[src/rtl/core/rrs_delay.sv]
// ----------------------------------------------------------------------------
// rrs_delay: enabled shift line
// Carries side data alongside the divider stages.
// ----------------------------------------------------------------------------
module rrs_delay #(
  parameter int WIDTH = 8,
  parameter int DEPTH = 4
) (
  input  logic             clk,
  input  logic             en,
  input  logic [WIDTH-1:0] d,
  output logic [WIDTH-1:0] q
);

  logic [WIDTH-1:0] taps [DEPTH];

  // advance the line on enable
  always_ff @(posedge clk) begin
    if (en) begin
      taps[0] <= d;
      for (int i = 1; i < DEPTH; i++) begin
        taps[i] <= taps[i-1];
      end
    end
  end

  assign q = taps[DEPTH-1];

endmodule

[config.mk]
export PLATFORM = sky130hd
export DESIGN_NAME = rrs_delay
export DESIGN_NICKNAME = d
export VERILOG_FILES = /design/src/rtl/core/rrs_delay.sv
export SDC_FILE = /design/constraint.sdc
export NUM_CORES = 1
export LEC_CHECK = 0
export BUFFER_PORTS_ARGS = -buffer_cell sky130_fd_sc_hd__buf_4
export CAP_MARGIN = 0
export CORE_MARGIN = 2
export CORE_UTILIZATION = 46
export CTS_CLUSTER_DIAMETER = 100
export DETAILED_ROUTE_END_ITERATION = 7
export GPL_TIMING_DRIVEN = 0
export PLACE_DENSITY_LB_ADDON = 0.08
export SLEW_MARGIN = 20
export SYNTH_ARGS = -nofsm -noshare
export SYNTH_HDL_FRONTEND = slang
export SYNTH_SLANG_ARGS = --single-unit
[constraint.sdc]
create_clock -name clk -period 0.8 [get_ports clk]
set_input_delay 0.12 -clock clk [delete_from_list [all_inputs] [get_ports clk]]
set_output_delay 0.12 -clock clk [all_outputs]
set_load 0.01 [all_outputs]
# --- Yosys cells after proc, flatten, opt, wreduce, memory -nomap -nowiden ---
# Memories as Yosys holds them, arrays and structs flattened.
# Cells that the tools add are included.
classes:
  mux: 2
op_table:
  columns: ["op", "n"]
  rows:
  - ["2-to-1 mux 1 bit", 2]
totals:
  register_bits: 0
  word_cells: 3
  memories: 1
  out_inout_bits: 8
  ramBits: 32
  in_bits: 10
mem_list:
  columns: ["memory", "depth", "word_bits", "rd", "rd_ports_with_merged_regs", "wr", "line", "rtl"]
  rows:
  - ["taps", 4, 8, 4, 0, 4, "15", "logic [WIDTH-1:0] taps [DEPTH];"]

# --- Logic depth before layout (Yosys ltp) ---
# Gate-level depths: netlist of run 1.
logic_depth:
  depth_word: 2
  mapped_depth: 0
  depth_no_buf: 0

# --- Worst setup path after synthesis of run 1 ---
# No wires, ideal clock.
synth_timing:
  path_kind: "register to register"
  start: "memory taps[0][0]"
  end: "memory taps[1][0], data pin"
  slack_ns: 0.211
  path_stages_with_launch: 1
  setup_time_ns: 0.266
  t_arrival_ns: 0.323
  t_required_ns: 0.534
  period_less_slack_ns: 0.589
  n_path_buf: 0
  path_cell_list: "edfxtp_1"
synth_rtl:
  columns: ["element", "line"]
  rows:
  - ["start: declaration", "15"]

==> results of run 1 <==
per-layer routing:
metal / vias to the layer above / track usage / share of wire
met4: 0 / 0.125 / 0.034
met1: 194 / 0.0866 / 0.33
met3: 5 / 0.0455 / 0.064
li1: 192 / - / -
met2: 23 / 0.202 / 0.57
met5: - / 0 / 0
cells by family (layout without fill, tap and decap cells):
| family | Yosys count | after routing |
|---|---|---|
| flip-flops | 32 | 32 |
| buffers and inverters | 0 | 33 |
what timing repair did:
item                                    in CTS  in global routing
hold buffers                                 8                  0
hold endpoints to repair                     8                  0
buffers inserted                             0                  0
endpoints found under the setup margin       8                  8
pin swaps                                    0                  0
resized for setup                            3                  3
layout make-up:
cell class,instances,share of cell area
clock inverter,1,0.00295
sequential,32,0.754
tap,27,0.0265
timing repair buffer,25,0.181
clock buffer,7,0.0354
Yosys cell counts:
cell,number,area [µm²]
edfxtp_1,32,961
how the worst max path moves through the flow:
stage | start | endpoint | slack [ps]
final | taps[3][4] | q[4] | -170
after global routing | taps[3][3] | q[3] | -210
after CTS | taps[3][4] | q[4] | -190
after detailed placement | en | taps[3][4] | -10
after global placement | en | taps[3][3] | 30
after floorplan | taps[0][0] | taps[1][0] | 210
stage by stage:
stage / cell area (µm²) / total power [W] / util / std cells / TNS (ps)
after floorplan: 961 / 0.00204 / - / 32 / 0
after global placement: 1120 / 0.00213 / 0.572 / 76 / 0
after detailed placement: 1120 / 0.00215 / 0.572 / 76 / -385
after CTS: 1260 / 0.00298 / 0.643 / 92 / -1410
after global routing: 1270 / 0.00308 / 0.649 / 92 / -1590
final: 1270 / 0.00296 / 0.649 / 92 / -1240
power by group through the flow:
| stage | clock network, W | registers, W | logic, W |
|---|---|---|---|
| 2_1_floorplan | 0 | 0.00204 | 0 |
| 3_3_place_gp | 0 | 0.00203 | 0.000102 |
| 3_5_place_dp | 0 | 0.00205 | 0.000107 |
| 4_1_cts | 0.000830 | 0.00201 | 0.000143 |
| 5_1_grt | 0.000902 | 0.00202 | 0.000158 |
| 6_report | 0.000803 | 0.00201 | 0.000147 |
==> metrics.cfg, run 1 <==
[power]
internal_power_w = 0.00240
p_leak_nw = 0.463
ir_worst_vdd_mv = 1.54
sw_frac_of_total = 0.189
pwr_density_cell_nw_per_um2 = 2320
pwr-share-seq = 0.679
combPwrFrac = 0.050
net-switching-power_w = 0.000558
pwr-share-clk = 0.271

[place]
pre_cts_ws_ps = -12.8
gp_congestion = 0.595
numPortBuffers = 17

[critical_path]
reg2regPathDepth = 0
required_ps = 680
critPathSlowestCell = edfxtp_1
worst_setup_path_start_kind = flop
end_kind = output pin
crit_chain = buf_6
path_delay_family = flip-flops
r2r-end = taps[2][6]
path_class = reg -> out
critPathMaxStageDelay_ps = 400
worst-path-buf-inv = 1
critPathArrivalTime_ps = 850
cp.depth = 1
cp_max_fo = 1
rr_startpoint = taps[1][6]
rrSetupSlack_ps = 150

[sta]
skew_ps = 3.84
post-route-min-period_ps = 967
setup_violations = 8
hold_viol = 0
rsz0062_at_grt = true
worst_slew_pin_slew_ps = 378
slew_violations = 0
slew_headroom = 0.748
hold_ws_ps = 245
fmax_mhz = 1030
fin_crit_sh = 1.21
fin_ws_ps = -167

[logic_synthesis]
syn_avg_cell_area_um2 = 30.0
ys_ff_latch = 32
synth_compound_area_frac = 0
yosys_warnings = 0
synth_cell_types = 1
synth_adder_area_share = 0
netlist_area_um2 = 961
synthMuxAreaShare = 0
synthCells = 32
ys_seq_area_frac = 1.00
synth_fp_nets = 42
yosys.area_share.xor_xnor = 0
synth-simple-area-share = 0

[run_status]
violations = negative setup slack
outcome = finished with violations

[route]
first_iter_violations = 2
viasPerCell = 4.50
ant_nets = 0
dr.pass1.iters = 4
drc = 0
wirelength_um = 1210
dr_total_vias = 414
routedWlPerCell_um = 13.1

[final_layout]
top_register = taps
area_growth_pct = 32.6
top_regs = taps: 32 flops
layout.nets = 74
n_antenna_cell = 0
fill_cells = 140
drive_above_1_share = 0.338
final_cell_mix = 32 x edfxtp_1, 11 x buf_4, 8 x dlygate4sd3_1
ff_latch_area_um2 = 961
largest_reg_flops = 32
multi_input_comb_cells = 0
multi_input_area_um2 = 0
layout.cells.most_common = edfxtp_1

[grt]
grt_pass1_wl_um = 1750
grt_max_degree = 33
grt_overflow = 0
grt_usage = 0.115
grt_pass1_vias = 443
grt_antenna_before_repair = 0

[hold_path]
hold_path_startpoint = en
holdCritPathClass = in -> reg
whs_endpoint = taps[1][4]
holdPathStages = 1

[floorplan]
row_count = 16
coreArea_um2 = 1960
num_io_pins = 18
die_w_um = 49.7
dieArea_um2 = 2470
die_y_um = 49.7
initial_core_util = 0.490

[clock_tree]
cts_made_buffers = 5
clock_latency_ps = 320
cts-root-buf = clkbuf_4
cts_tree = yes
clk_pin_slew_ps = 80
cts.path.max_buffers = 2
htree_levels = 2
clkSinkCount = 32

[flow_run]
maxCapViolCount = 0

Power figures use the tool's default switching activity.
==> inputs of run 2 (changes only) <==
- CORE_UTILIZATION: 46 -> 55
- HOLD_SLACK_MARGIN: unset -> 0.15
- clock period: 0.8 -> 1.3 ns (I/O delays scaled with it)
==> run 2 against run 1 <==
  * The run now ends clean
  * Highest routed layer unchanged
  * Clock skew decreased by 2.8 ps
  * Core utilization increased by 7.7 points
  * Largest cell class unchanged
  * Combinational power decreased by 43%
  * Register-to-register slack improved by 520 ps
==> metrics.cfg, run 2 (synthesized netlist as in run 1, its figures left out) <==
[run_status]
outcome = complete, no violations

[floorplan]
dieArea_um2 = 2100  ; -15%
row_count = 15  ; -1
die_w_um = 45.8  ; -7.9%
coreArea_um2 = 1690  ; -14%
die_y_um = 45.8  ; -7.9%
num_io_pins = 18  ; unchanged
initial_core_util = 0.569  ; +0.0791

[power]
total_power_w = 0.00175  ; -41%
pwr_density_cell_nw_per_um2 = 1420  ; -39%
sw_frac_of_total = 0.175  ; -0.0138
ir_worst_vdd_mv = 0.776  ; -50%
p_leak_nw = 0.451  ; -2.5%
pwr-share-seq = 0.704  ; +0.025
internal_power_w = 0.00144  ; -40%
pwr-share-clk = 0.248  ; -0.023
combPwrFrac = 0.048  ; -0.002
net-switching-power_w = 0.000305  ; -45%

[hold_path]
holdCritPathClass = in -> reg
holdPathStages = 1  ; unchanged

[final_layout]
largest_reg_flops = 32  ; unchanged
top_regs = taps: 32 flops
multi_input_comb_cells = 0  ; unchanged
n_antenna_cell = 0  ; unchanged
multi_input_area_um2 = 0  ; unchanged
layout.cells.non_filler = 79  ; -14%
top_register = taps
final_cell_mix = 32 x edfxtp_1, 17 x buf_4, 8 x dlygate4sd3_1
layout.nets = 74  ; unchanged
drive_above_1_share = 0.355  ; +0.0164
fill_cells = 103  ; -26%
layout.cells.most_common = edfxtp_1
area_growth_pct = 27.7

[sta]
slew_violations = 0  ; unchanged
setup_tns_ps = 0  ; +1240 ps
post-route-min-period_ps = 1030
fmax_mhz = 973
worst_slew_pin_slew_ps = 376  ; -1.76 ps
fin_crit_sh = 0.791
hold_viol = 0  ; unchanged
slew_headroom = 0.749  ; +0.00118
skew_ps = 1.06  ; -2.78 ps
rsz0062_at_grt = false
setup_violations = 0  ; -8

[place]
gp_congestion = 0.613  ; +3.0%
dp_cells = 66  ; -13%
numPortBuffers = 17  ; unchanged

[grt]
grt_max_degree = 33  ; unchanged
grt_overflow = 0  ; unchanged
grt_pass1_wl_um = 1530  ; -13%
grt_pass1_vias = 386  ; -13%
grt_antenna_before_repair = 0  ; unchanged
grt_usage = 0.123  ; +0.00797

[critical_path]
end_kind = output pin
critPathSlowestCell = edfxtp_1
worst_setup_path_start_kind = flop
reg2regPathDepth = 0  ; unchanged
required_ps = 1110  ; +430 ps
critPathMaxStageDelay_ps = 380  ; -20 ps
cp_max_fo = 1  ; unchanged
path_delay_family = flip-flops
worst-path-buf-inv = 1  ; unchanged
critPathArrivalTime_ps = 830  ; -20 ps
path_class = reg -> out
cp.depth = 1  ; unchanged
crit_chain = buf_4

[route]
viasPerCell = 5.08  ; +13%
routedWlPerCell_um = 12.9  ; -1.3%
wirelength_um = 1020  ; -15%
ant_nets = 0  ; unchanged
dr.pass1.iters = 2  ; -2
drc = 0  ; unchanged
dr_total_vias = 401  ; -3.1%
first_iter_violations = 12  ; +10

[clock_tree]
clkSinkCount = 32  ; unchanged
cts_setup_buffers = 0  ; unchanged
cts_made_buffers = 5  ; unchanged
clk_pin_slew_ps = 80  ; about the same
cts-root-buf = clkbuf_4
cts.path.max_buffers = 2  ; unchanged
htree_levels = 2  ; unchanged
clock_latency_ps = 300  ; -20 ps
cts_tree = yes

[flow_run]
maxCapViolCount = 0  ; unchanged

[run 2: changes by cell type in the layout (fill, tap and decap cells not counted)]
cell | previous run | this run
buf_4 | 11 | 17
buf_6 | 6 | 0
clkbuf_1 | 2 | 0
clkinv_1 | 1 | 0
[run 2: path summary, 6_finish.rpt]
kind	from	end	slack [ps]
worst max-delay path	taps[3][4]	q[4]	270
worst min-delay path	en	taps[0][7]	330
worst max register to register	taps[2][5]	taps[3][5]	670
worst min register to register	taps[2][4]	taps[3][4]	420
[run 2: final cells by class]
cell class              instances  area (µm²)  share of cell area
clock buffers                   5        37.5              0.0306
well taps                      17        21.3              0.0173
repair buffers                 25         208               0.169
flip-flops and latches         32         961               0.783
[run 2: per-stage QoR]
step	worst slack, ps	hold slack (ps)	utilization	instance area (µm²)
after CTS	247	329	0.727	1230
after global routing	226	334	0.727	1230
final	272	332	0.727	1230
after floorplan	711	294	-	961
after detailed placement	409	375	0.657	1110
after global placement	451	374	0.657	1110
[run 2: power by group through the flow]
| stage | Combinational (W) | Sequential, W | Clock, W |
|---|---|---|---|
| 3_3_place_gp | 0.0000630 | 0.00125 | 0 |
| 3_5_place_dp | 0.0000655 | 0.00126 | 0 |
| 4_1_cts | 0.0000842 | 0.00123 | 0.000455 |
| 5_1_grt | 0.0000911 | 0.00124 | 0.000508 |
| 6_report | 0.0000834 | 0.00123 | 0.000434 |
| 2_1_floorplan | 0 | 0.00126 | 0 |
[run 2: repair_timing]
item / in CTS / in global routing
endpoints found under the setup margin: 0 / 0
hold buffers: 8 / 0
hold endpoints to repair: 8 / 0
resized for setup: 0 / 0
[run 2: routing by layer]
| layer | track usage | up-vias | part of all wire |
|---|---|---|---|
| met3 | 0.0595 | 4 | 0.071 |
| met4 | 0.120 | 0 | 0.026 |
| met1 | 0.123 | 185 | 0.37 |
| met5 | 0 | - | 0 |
| li1 | - | 190 | - |
| met2 | 0.183 | 22 | 0.53 |
